$ cat src/sv/mmcs_pkg.sv
// ----------------------------------------------------------------------------
// mmcs_pkg
// Shared widths, register indexes, reset values and the job record passed
// from the classifying front end to the stretch back end.
// ----------------------------------------------------------------------------
package mmcs_pkg;

	// Field widths
	localparam int PIX_W      = 16;
	localparam int CONF_W     = 8;
	localparam int OUT_W      = 8;
	localparam int CFG_IDX_W  = 2;
	localparam int CFG_DATA_W = 16;

	// Product of a pixel difference and the output full scale
	localparam int PROD_W = PIX_W + OUT_W;
	// Quotient bits: eight result bits plus one overflow bit
	localparam int QBITS  = OUT_W + 1;
	localparam int STEP_W = $clog2(QBITS);

	// Register indexes
	localparam logic [CFG_IDX_W-1:0] REG_RANGE_SOURCE = 2'd0;
	localparam logic [CFG_IDX_W-1:0] REG_FIXED_MIN    = 2'd1;
	localparam logic [CFG_IDX_W-1:0] REG_FIXED_MAX    = 2'd2;

	// Reset values
	localparam logic [PIX_W-1:0] FIXED_MAX_RESET = PIX_W'(2500);
	localparam logic [PIX_W-1:0] PIX_ONES        = {PIX_W{1'b1}};
	localparam logic [PIX_W-1:0] PIX_ZERO        = {PIX_W{1'b0}};
	localparam logic [PIX_W-1:0] SPAN_ONE        = PIX_W'(1);
	localparam logic [OUT_W-1:0] OUT_MAX         = {OUT_W{1'b1}};

	// Job queue
	localparam int QUEUE_DEPTH = 4;
	localparam int QUEUE_AW    = $clog2(QUEUE_DEPTH);
	localparam int QUEUE_CW    = QUEUE_AW + 1;
	localparam logic [QUEUE_CW-1:0] QUEUE_FULL = QUEUE_CW'(QUEUE_DEPTH);

	// One scale request, already classified
	typedef struct packed {
		logic             was_valid;
		logic             zero;
		logic [PIX_W-1:0] diff;
		logic [PIX_W-1:0] span;
	} job_t;

endpackage

$ cat src/sv/mmcs_if.sv
// ----------------------------------------------------------------------------
// mmcs_if
// Valid/ready channels of the contrast stretch: pixel in, pixel out, config.
// ----------------------------------------------------------------------------
interface mmcs_pix_in_if;
	import mmcs_pkg::*;

	logic              valid;
	logic              ready;
	logic              action;
	logic [PIX_W-1:0]  pixel;
	logic [CONF_W-1:0] confidence;
	logic              first_of_frame;

	modport source (output valid, action, pixel, confidence, first_of_frame, input ready);
	modport sink (input valid, action, pixel, confidence, first_of_frame, output ready);
endinterface

interface mmcs_pix_out_if;
	import mmcs_pkg::*;

	logic             valid;
	logic             ready;
	logic [OUT_W-1:0] scaled;
	logic             was_valid;

	modport source (output valid, scaled, was_valid, input ready);
	modport sink (input valid, scaled, was_valid, output ready);
endinterface

interface mmcs_cfg_if;
	import mmcs_pkg::*;

	logic                  valid;
	logic                  ready;
	logic [CFG_IDX_W-1:0]  index;
	logic [CFG_DATA_W-1:0] data;

	modport source (output valid, index, data, input ready);
	modport sink (input valid, index, data, output ready);
endinterface

$ cat src/sv/masked_min_max_contrast_stretch.sv
// Path of a scale request: the queue, a setup step that loads the divider,
// 9 divider steps and the output register.
// Throughput: measure requests 1 per cycle while the queue is not full; scale
// requests wait for the bit-serial divider to go idle; 4 jobs can queue ahead.
// Reset: arst_n clears control, registers to defaults, running min/max to
// all ones and zero; no clearing pass.
// ----------------------------------------------------------------------------
// masked_min_max_contrast_stretch
// Masked min/max tracking and eight-bit contrast stretch of pixel samples.
// ----------------------------------------------------------------------------
module masked_min_max_contrast_stretch (
	input  logic           clk,
	input  logic           arst_n,
	mmcs_pix_in_if.sink    pix_in,
	mmcs_pix_out_if.source pix_out,
	mmcs_cfg_if.sink       cfg
);
	import mmcs_pkg::*;

	job_t front_job;
	logic front_valid;
	logic front_ready;
	job_t back_job;
	logic back_valid;
	logic back_ready;

	// Classify requests and track min/max
	mmcs_front u_front (
		.clk       (clk),
		.arst_n    (arst_n),
		.pix_in    (pix_in),
		.cfg       (cfg),
		.job       (front_job),
		.job_valid (front_valid),
		.job_ready (front_ready)
	);

	// Decouple front and back
	mmcs_queue u_queue (
		.clk        (clk),
		.arst_n     (arst_n),
		.push_valid (front_valid),
		.push_ready (front_ready),
		.push_job   (front_job),
		.pop_valid  (back_valid),
		.pop_ready  (back_ready),
		.pop_job    (back_job)
	);

	// Divide and emit
	mmcs_back u_back (
		.clk       (clk),
		.arst_n    (arst_n),
		.job_valid (back_valid),
		.job_ready (back_ready),
		.job       (back_job),
		.pix_out   (pix_out)
	);

endmodule

$ cat src/sv/mmcs_front.sv
// ----------------------------------------------------------------------------
// mmcs_front
// Accept pixel requests, track running min/max for measure requests and
// turn scale requests into jobs (difference, span, zero flag) for the queue.
// ----------------------------------------------------------------------------
module mmcs_front (
	input  logic           clk,
	input  logic           arst_n,
	mmcs_pix_in_if.sink    pix_in,
	mmcs_cfg_if.sink       cfg,
	output mmcs_pkg::job_t job,
	output logic           job_valid,
	input  logic           job_ready
);
	import mmcs_pkg::*;

	logic             range_source_q;
	logic [PIX_W-1:0] fixed_min_q;
	logic [PIX_W-1:0] fixed_max_q;
	logic [PIX_W-1:0] run_min_q;
	logic [PIX_W-1:0] run_max_q;

	logic             accept;
	logic             pix_ok;
	logic [PIX_W-1:0] base_min;
	logic [PIX_W-1:0] base_max;
	logic [PIX_W-1:0] lo;
	logic [PIX_W-1:0] hi;

	// Configuration writes always land
	assign cfg.ready = 1'b1;

	always_ff @(posedge clk or negedge arst_n) begin
		if (!arst_n) begin
			range_source_q <= 1'b0;
			fixed_min_q    <= PIX_ZERO;
			fixed_max_q    <= FIXED_MAX_RESET;
		end else if (cfg.valid) begin
			case (cfg.index)
				REG_RANGE_SOURCE: range_source_q <= cfg.data[0];
				REG_FIXED_MIN:    fixed_min_q    <= cfg.data[PIX_W-1:0];
				REG_FIXED_MAX:    fixed_max_q    <= cfg.data[PIX_W-1:0];
				default: ;
			endcase
		end
	end

	// Stall every request while the queue is full, keeping order
	assign pix_in.ready = job_ready;
	assign accept       = pix_in.valid && pix_in.ready;
	assign pix_ok       = !pix_in.confidence[0];

	// Restart tracking on first pixel of a frame
	assign base_min = pix_in.first_of_frame ? PIX_ONES : run_min_q;
	assign base_max = pix_in.first_of_frame ? PIX_ZERO : run_max_q;

	always_ff @(posedge clk or negedge arst_n) begin
		if (!arst_n) begin
			run_min_q <= PIX_ONES;
			run_max_q <= PIX_ZERO;
		end else if (accept && !pix_in.action) begin
			run_min_q <= (pix_ok && pix_in.pixel < base_min) ? pix_in.pixel : base_min;
			run_max_q <= (pix_ok && pix_in.pixel > base_max) ? pix_in.pixel : base_max;
		end
	end

	// Classify scale requests
	assign lo = range_source_q ? run_min_q : fixed_min_q;
	assign hi = range_source_q ? run_max_q : fixed_max_q;

	assign job_valid     = pix_in.valid && pix_in.action;
	assign job.was_valid = pix_ok;
	assign job.zero      = !pix_ok || (pix_in.pixel < lo);
	assign job.diff      = pix_in.pixel - lo;
	assign job.span      = (hi > lo) ? (hi - lo) : SPAN_ONE;

`ifndef SYNTHESIS
	a_min_max_order: assert property (@(posedge clk) disable iff (!arst_n)
		(run_min_q <= run_max_q) || (run_min_q == PIX_ONES && run_max_q == PIX_ZERO))
		else $error("running min above running max");
`endif

endmodule

$ cat src/sv/mmcs_queue.sv
// ----------------------------------------------------------------------------
// mmcs_queue
// Short job queue between front and back end so each side stalls alone.
// ----------------------------------------------------------------------------
module mmcs_queue (
	input  logic           clk,
	input  logic           arst_n,
	input  logic           push_valid,
	output logic           push_ready,
	input  mmcs_pkg::job_t push_job,
	output logic           pop_valid,
	input  logic           pop_ready,
	output mmcs_pkg::job_t pop_job
);
	import mmcs_pkg::*;

	job_t                mem_q [QUEUE_DEPTH];
	logic [QUEUE_AW-1:0] wr_ptr_q;
	logic [QUEUE_AW-1:0] rd_ptr_q;
	logic [QUEUE_CW-1:0] count_q;
	logic                push;
	logic                pop;

	assign push_ready = (count_q != QUEUE_FULL);
	assign pop_valid  = (count_q != '0);
	assign push       = push_valid && push_ready;
	assign pop        = pop_valid && pop_ready;
	assign pop_job    = mem_q[rd_ptr_q];

	// Store pushed jobs
	always_ff @(posedge clk) begin
		if (push) begin
			mem_q[wr_ptr_q] <= push_job;
		end
	end

	// Advance pointers and fill count
	always_ff @(posedge clk or negedge arst_n) begin
		if (!arst_n) begin
			wr_ptr_q <= '0;
			rd_ptr_q <= '0;
			count_q  <= '0;
		end else begin
			if (push) begin
				wr_ptr_q <= wr_ptr_q + 1'b1;
			end
			if (pop) begin
				rd_ptr_q <= rd_ptr_q + 1'b1;
			end
			if (push && !pop) begin
				count_q <= count_q + 1'b1;
			end else if (pop && !push) begin
				count_q <= count_q - 1'b1;
			end
		end
	end

`ifndef SYNTHESIS
	a_count_bound: assert property (@(posedge clk) disable iff (!arst_n)
		count_q <= QUEUE_FULL)
		else $error("queue count above depth");
	a_count_track: assert property (@(posedge clk) disable iff (!arst_n)
		(push && !pop) |=> (count_q == $past(count_q) + 1'b1))
		else $error("queue count missed a push");
`endif

endmodule

$ cat src/sv/mmcs_back.sv
// ----------------------------------------------------------------------------
// mmcs_back
// Stretch one job: form diff*255, divide by the span one quotient bit per
// cycle, saturate to eight bits and hold the result in the output register.
// ----------------------------------------------------------------------------
module mmcs_back (
	input  logic           clk,
	input  logic           arst_n,
	input  logic           job_valid,
	output logic           job_ready,
	input  mmcs_pkg::job_t job,
	mmcs_pix_out_if.source pix_out
);
	import mmcs_pkg::*;

	localparam logic [1:0] ST_IDLE = 2'd0;
	localparam logic [1:0] ST_DIV  = 2'd1;
	localparam logic [1:0] ST_DONE = 2'd2;

	logic [1:0]        state_q;
	logic [PROD_W-1:0] rem_q;
	logic [PROD_W-1:0] dvs_q;
	logic [QBITS-1:0]  quo_q;
	logic [STEP_W-1:0] step_q;
	logic              was_valid_q;
	logic              out_valid_q;
	logic [OUT_W-1:0]  out_scaled_q;
	logic              out_was_valid_q;

	logic              take;
	logic              out_free;
	logic              load;
	logic              fits;
	logic [PROD_W-1:0] product;

	assign job_ready = (state_q == ST_IDLE);
	assign take      = job_valid && job_ready;
	assign out_free  = !out_valid_q || pix_out.ready;
	assign load      = (state_q == ST_DONE) && out_free;
	assign fits      = (rem_q >= dvs_q);

	// diff * 255 as (diff << 8) - diff
	assign product = {job.diff, {OUT_W{1'b0}}} - {{OUT_W{1'b0}}, job.diff};

	// Sequencer and divider datapath
	always_ff @(posedge clk or negedge arst_n) begin
		if (!arst_n) begin
			state_q <= ST_IDLE;
			step_q  <= '0;
		end else begin
			case (state_q)
				ST_IDLE: begin
					if (take) begin
						state_q <= ST_DIV;
						step_q  <= STEP_W'(QBITS - 1);
					end
				end
				ST_DIV: begin
					if (step_q == '0) begin
						state_q <= ST_DONE;
					end else begin
						step_q <= step_q - 1'b1;
					end
				end
				ST_DONE: begin
					if (out_free) begin
						state_q <= ST_IDLE;
					end
				end
				default: state_q <= ST_IDLE;
			endcase
		end
	end

	always_ff @(posedge clk) begin
		if (take) begin
			rem_q       <= job.zero ? '0 : product;
			dvs_q       <= {job.span, {OUT_W{1'b0}}};
			quo_q       <= '0;
			was_valid_q <= job.was_valid;
		end else if (state_q == ST_DIV) begin
			if (fits) begin
				rem_q <= rem_q - dvs_q;
			end
			quo_q <= {quo_q[QBITS-2:0], fits};
			dvs_q <= {1'b0, dvs_q[PROD_W-1:1]};
		end
	end

	// Output register: load finished result, drop when taken
	always_ff @(posedge clk or negedge arst_n) begin
		if (!arst_n) begin
			out_valid_q <= 1'b0;
		end else if (load) begin
			out_valid_q <= 1'b1;
		end else if (pix_out.ready) begin
			out_valid_q <= 1'b0;
		end
	end

	always_ff @(posedge clk) begin
		if (load) begin
			out_scaled_q    <= quo_q[QBITS-1] ? OUT_MAX : quo_q[OUT_W-1:0];
			out_was_valid_q <= was_valid_q;
		end
	end

	assign pix_out.valid     = out_valid_q;
	assign pix_out.scaled    = out_scaled_q;
	assign pix_out.was_valid = out_was_valid_q;

`ifndef SYNTHESIS
	a_zero_job: assert property (@(posedge clk) disable iff (!arst_n)
		(take && job.zero) |=> (rem_q == '0))
		else $error("zero job started with nonzero remainder");
	a_div_length: assert property (@(posedge clk) disable iff (!arst_n)
		(state_q == ST_DIV && step_q == '0) |=> (state_q == ST_DONE))
		else $error("divider did not finish after last step");
	a_load_sets_out: assert property (@(posedge clk) disable iff (!arst_n)
		load |=> out_valid_q)
		else $error("loaded result not presented");
`endif

endmodule
$ cat src/flat_wrapper.sv
// flat-port wrapper written by rule: the top's interface ports become plain ports
module masked_min_max_contrast_stretch_flat import mmcs_pkg::*;
  (clk, arst_n, pix_in_valid, pix_in_action, pix_in_pixel, pix_in_confidence, pix_in_first_of_frame, pix_in_ready, pix_out_valid, pix_out_scaled, pix_out_was_valid, pix_out_ready, cfg_valid, cfg_index, cfg_data, cfg_ready);
  mmcs_pix_in_if pix_in_i ();
  mmcs_pix_out_if pix_out_i ();
  mmcs_cfg_if cfg_i ();
  input  logic clk;
  input  logic arst_n;
  input wire logic [$bits(pix_in_i.valid)-1:0] pix_in_valid;
  input wire logic [$bits(pix_in_i.action)-1:0] pix_in_action;
  input wire logic [$bits(pix_in_i.pixel)-1:0] pix_in_pixel;
  input wire logic [$bits(pix_in_i.confidence)-1:0] pix_in_confidence;
  input wire logic [$bits(pix_in_i.first_of_frame)-1:0] pix_in_first_of_frame;
  output wire logic [$bits(pix_in_i.ready)-1:0] pix_in_ready;
  output wire logic [$bits(pix_out_i.valid)-1:0] pix_out_valid;
  output wire logic [$bits(pix_out_i.scaled)-1:0] pix_out_scaled;
  output wire logic [$bits(pix_out_i.was_valid)-1:0] pix_out_was_valid;
  input wire logic [$bits(pix_out_i.ready)-1:0] pix_out_ready;
  input wire logic [$bits(cfg_i.valid)-1:0] cfg_valid;
  input wire logic [$bits(cfg_i.index)-1:0] cfg_index;
  input wire logic [$bits(cfg_i.data)-1:0] cfg_data;
  output wire logic [$bits(cfg_i.ready)-1:0] cfg_ready;
  assign pix_in_i.valid = pix_in_valid;
  assign pix_in_i.action = pix_in_action;
  assign pix_in_i.pixel = pix_in_pixel;
  assign pix_in_i.confidence = pix_in_confidence;
  assign pix_in_i.first_of_frame = pix_in_first_of_frame;
  assign pix_in_ready = pix_in_i.ready;
  assign pix_out_valid = pix_out_i.valid;
  assign pix_out_scaled = pix_out_i.scaled;
  assign pix_out_was_valid = pix_out_i.was_valid;
  assign pix_out_i.ready = pix_out_ready;
  assign cfg_i.valid = cfg_valid;
  assign cfg_i.index = cfg_index;
  assign cfg_i.data = cfg_data;
  assign cfg_ready = cfg_i.ready;
  masked_min_max_contrast_stretch u_core (.clk(clk), .arst_n(arst_n), .pix_in(pix_in_i), .pix_out(pix_out_i), .cfg(cfg_i));
endmodule
$ cat config.mk
export PLATFORM = sky130hd
export DESIGN_NAME = masked_min_max_contrast_stretch_flat
export DESIGN_NICKNAME = d
export VERILOG_FILES = /design/src/sv/mmcs_pkg.sv /design/src/sv/mmcs_if.sv /design/src/sv/masked_min_max_contrast_stretch.sv /design/src/sv/mmcs_front.sv /design/src/sv/mmcs_queue.sv /design/src/sv/mmcs_back.sv /design/src/flat_wrapper.sv
export SDC_FILE = /design/constraint.sdc
export NUM_CORES = 1
export LEC_CHECK = 0
export BUFFER_PORTS_ARGS = -buffer_cell sky130_fd_sc_hd__buf_2
export CELL_PAD_IN_SITES_DETAIL_PLACEMENT = 1
export CELL_PAD_IN_SITES_GLOBAL_PLACEMENT = 1
export CORE_MARGIN = 2
export CORE_UTILIZATION = 40
export DETAILED_ROUTE_END_ITERATION = 7
export PLACE_DENSITY_LB_ADDON = 0.1
export SKIP_CTS_REPAIR_TIMING = 1
export SLEW_MARGIN = 20
export SYNTH_ARGS = -nofsm -noshare
export SYNTH_HDL_FRONTEND = slang
export SYNTH_SLANG_ARGS = --single-unit
export TNS_END_PERCENT = 20
$ cat constraint.sdc
create_clock -name clk -period 8.1 [get_ports clk]
set_input_delay 0.81 -clock clk [delete_from_list [all_inputs] [get_ports clk]]
set_output_delay 0.81 -clock clk [all_outputs]
set_load 0.03 [all_outputs]
==> results.yml <==
final_layout:
  final_design_area_no_fill_um2: 17300
  utilization: 0.457
  n_antenna_cell: 0
  layout.nets: 1511
  layout-drive-gt1-share: 0.187
  post_route_insts_no_fill: 1890
  synthToLayoutAreaGrowth_pct: 12.2
placement:
  io_buffers: 52
  hpwl_mm: 26.6
  place.gp.congestion: 0.808
  dpl-instance-area_um2: 16200
  dpl.cell_count: 1830
synthesis:
  flop_and_latch_count_out_of_synthesis: 282
  netlist-cell-type-count: 76
  syn_nets: 1457
  edff_count_synth: 186
  post_synth_inst_count: 1301
  synth-seq-area-share: 0.515
  synth-warning-count: 0
  mappedNetlistArea_um2: 15400
  syn-mean-instance-area_um2: 11.8
  synth-async-reset-ratio: 0.280
  ys_dominant_reg_cell: "sky130_fd_sc_hd__edfxtp_1"
global_routing:
  grt_util_all_layers: 0.186
  via_count_of_the_first_global_routing_pass: 10800
  number_of_antenna_violations_at_the_first_check_in_global_routing: 0
  grt_pass1_wl_mm: 59.0
  grt_max_degree: 62
  grt_overflow_total: 0
timing:
  setup_repair_after_global_routing_missed_its_margin: "false"
  setup-violations-final: 0
  timing_worst_slew_pin_value_ps: 1040
  timing_max_transition_violations_final: 0
  fin_skew_ps: 10.6
  fmax_mhz: 239
  timing.max_slew.rel_slack: 0.305
  summed_negative_setup_slack_over_all_endpoints_ps: 0
  finalCriticalPeriod_ps: 4180
  hold_viol: 0
  period_share: 0.517
worst_setup_path:
  critPathMaxStageDelay_ps: 520
  crit_type: "flop to flop"
  critPathRequiredTime_ps: 8340
  worst_path_max_delay_cell: "sky130_fd_sc_hd__a2111o_1"
  cp-endpoint: "u_core.u_queue.mem_q[0][15]"
  path_cells: "buf_4 -> mux2_2 -> ha_1 -> a21o_1 -> a21oi_1 -> o21bai_1 -> a2111o_1 -> a31o_2 -> nand2_1 -> or2_2 -> mux2i_1"
  startpoint_type: "flop"
  crit_path_start: "u_core.u_front.range_source_q"
  critPathCaptureType: "flop"
  crit-reg2reg-capture: "u_core.u_queue.mem_q[0][15]"
  timing.critical_path.arrival_ps: 4430
  critPathMaxFanout: 29
  flop2flop_setup_slack_ps: 3920
  crit-reg2reg-launch: "u_core.u_front.range_source_q"
  timing.reg2reg.worst_path_depth: 11
detailed_routing:
  vias_per_cell: 5.37
  dr.first_iter.drc_count: 343
  dr_total_vias: 10100
  first_pass_iters: 5
  drc: 0
  route.antenna.remaining_nets: 0
  routed_wire_length_per_instance_um: 19.5
  routed_wl_mm: 36.9
die:
  coreArea_um2: 37800
  die_w_um: 200
  core.rowCount: 71
  dieArea_um2: 40100
  die_y_um: 200
  initial_utilization: 0.408
  io-pin-count: 61
cts:
  tritoncts.num_buffers: 34
  worst_skew_pair.late_latency_ps: 530
  clk_path_buf_depth: 3
  clock_sinks: 282
  htreeDepth: 2
  cts.root.buffer_cell: "sky130_fd_sc_hd__clkbuf_16"
  cts.clk_slew.worst_paths_ps: 60
  cts_tree: "built"
run_status:
  outcome: "finished, final reports clean"
pwr:
  vdd_ir_drop_max_v: 0.000238
  fin_total_pwr_uw: 7620
  p_per_area_nw_per_um2: 441
  static-leakage-power_uw: 0.00682
flow_run:
  max_capacitance_violation_count: 0
min_path:
  worst_hold_path_type: "input port to asynchronous set/reset pin"
[routing by layer]
metal  global-route usage  routed length [µm]
met5                    0                   0
met4               0.0549                 799
met2                0.320               18000
met3               0.0255                1000
met1                0.246               17200
[worst min path at each step]
stage | end | slack, ps | cells after the start
6_report | u_core.u_front.fixed_min_q[11] | 210 | 1
5_1_grt | u_core.u_front.fixed_min_q[12] | 230 | 1
4_1_cts | u_core.u_front.fixed_min_q[11] | 210 | 1
3_5_place_dp | u_core.u_back.pix_out.was_valid | 450 | 0
3_3_place_gp | u_core.u_back.pix_out.was_valid | 450 | 0
2_1_floorplan | u_core.u_back.pix_out.was_valid | 400 | 0
[cells in the mapped netlist, types with 34 or more instances]
cell type,number,area [µm²]
sky130_fd_sc_hd__nor2_1,72,270
sky130_fd_sc_hd__edfxtp_1,186,5590
sky130_fd_sc_hd__ha_1,103,1290
sky130_fd_sc_hd__o21ai_0,37,185
sky130_fd_sc_hd__mux2_2,50,563
sky130_fd_sc_hd__nor3_1,34,170
sky130_fd_sc_hd__nand2_1,115,432
sky130_fd_sc_hd__mux4_2,34,766
sky130_fd_sc_hd__xnor2_1,42,368
sky130_fd_sc_hd__a21oi_1,89,445
sky130_fd_sc_hd__dfrtp_1,58,1450
sky130_fd_sc_hd__mux2i_1,34,340
sky130_fd_sc_hd__inv_1,76,285
sky130_fd_sc_hd__clkbuf_1,36,135
[cell type report]
class / count / area (µm²)
Clock inverter: 16 / 109
Fill cell: 3992 / 20500
Clock buffer: 44 / 950
Sequential cell: 282 / 7930
Timing Repair Buffer: 65 / 360
Tap cell: 511 / 639
Inverter: 77 / 289
Multi-Input combinational cell: 895 / 6990
[through the flow]
stage / setup slack, ps / hold WS, ps
2_1_floorplan: 4420 / 400
3_3_place_gp: 3930 / 446
3_5_place_dp: 3890 / 451
4_1_cts: 3860 / 210
5_1_grt: 3600 / 230
6_report: 3920 / 210
[layout by cell type, fill, tap and decap left out, types with 17 or more instances in the layout]
cell	Yosys	final
sky130_fd_sc_hd__a21o_1	27	27
sky130_fd_sc_hd__nand2_1	115	115
sky130_fd_sc_hd__buf_2	5	51
sky130_fd_sc_hd__a21oi_1	89	87
sky130_fd_sc_hd__xnor2_1	42	42
sky130_fd_sc_hd__dfrtp_1	58	57
sky130_fd_sc_hd__nor2_1	72	72
sky130_fd_sc_hd__nand2b_1	25	25
sky130_fd_sc_hd__edfxtp_1	186	186
sky130_fd_sc_hd__clkbuf_16	0	35
sky130_fd_sc_hd__inv_1	76	76
sky130_fd_sc_hd__nand3_1	19	19
sky130_fd_sc_hd__dfstp_2	21	21
sky130_fd_sc_hd__mux2i_1	34	34
sky130_fd_sc_hd__nor3_1	34	34
sky130_fd_sc_hd__o21ai_0	37	37
sky130_fd_sc_hd__o22ai_1	23	23
sky130_fd_sc_hd__mux2_2	50	50
sky130_fd_sc_hd__mux4_2	34	34
sky130_fd_sc_hd__xor2_1	27	27
sky130_fd_sc_hd__ha_1	103	103
sky130_fd_sc_hd__dfxtp_1	17	17
[cell families (layout without fill, tap and decap cells)]
logic type	count (synthesis)	after routing	synth area share
mux	118	118	0.108
xor+xnor	69	69	0.0392
other cells	1	1	0.000244
flops	282	282	0.515
buf+inv	124	202	0.0321
fa+ha+maj	107	107	0.0889
simple gates	344	344	0.109
compound gates	256	256	0.107
[critical path: cells and delay by family, from the launching register on]
kind	cells	cell delay, ps
mux	2	510
buf+inv	1	460
fa+ha+maj	1	340
flops	1	470
simple gates	2	690
compound gates	5	1400
[power breakdown]
part | switching [µW] | internal (µW)
clock | 596 | 857
sequential | 193 | 2190
combinational | 2290 | 1500
total | 3070 | 4540
[state kept, by name, summed over array words and instances (netlist names), 3 cells and up]
name,count
u_core.u_back.dvs_q,24
u_core.u_back.pix_out.scaled,8
u_core.u_back.quo_q,9
u_core.u_back.rem_q,24
u_core.u_back.step_q,4
u_core.u_front.fixed_max_q,16
u_core.u_front.fixed_min_q,16
u_core.u_front.run_max_q,16
u_core.u_front.run_min_q,16
u_core.u_queue.count_q,3
u_core.u_queue.mem_q,136
(Power assumes the default switching activity.)
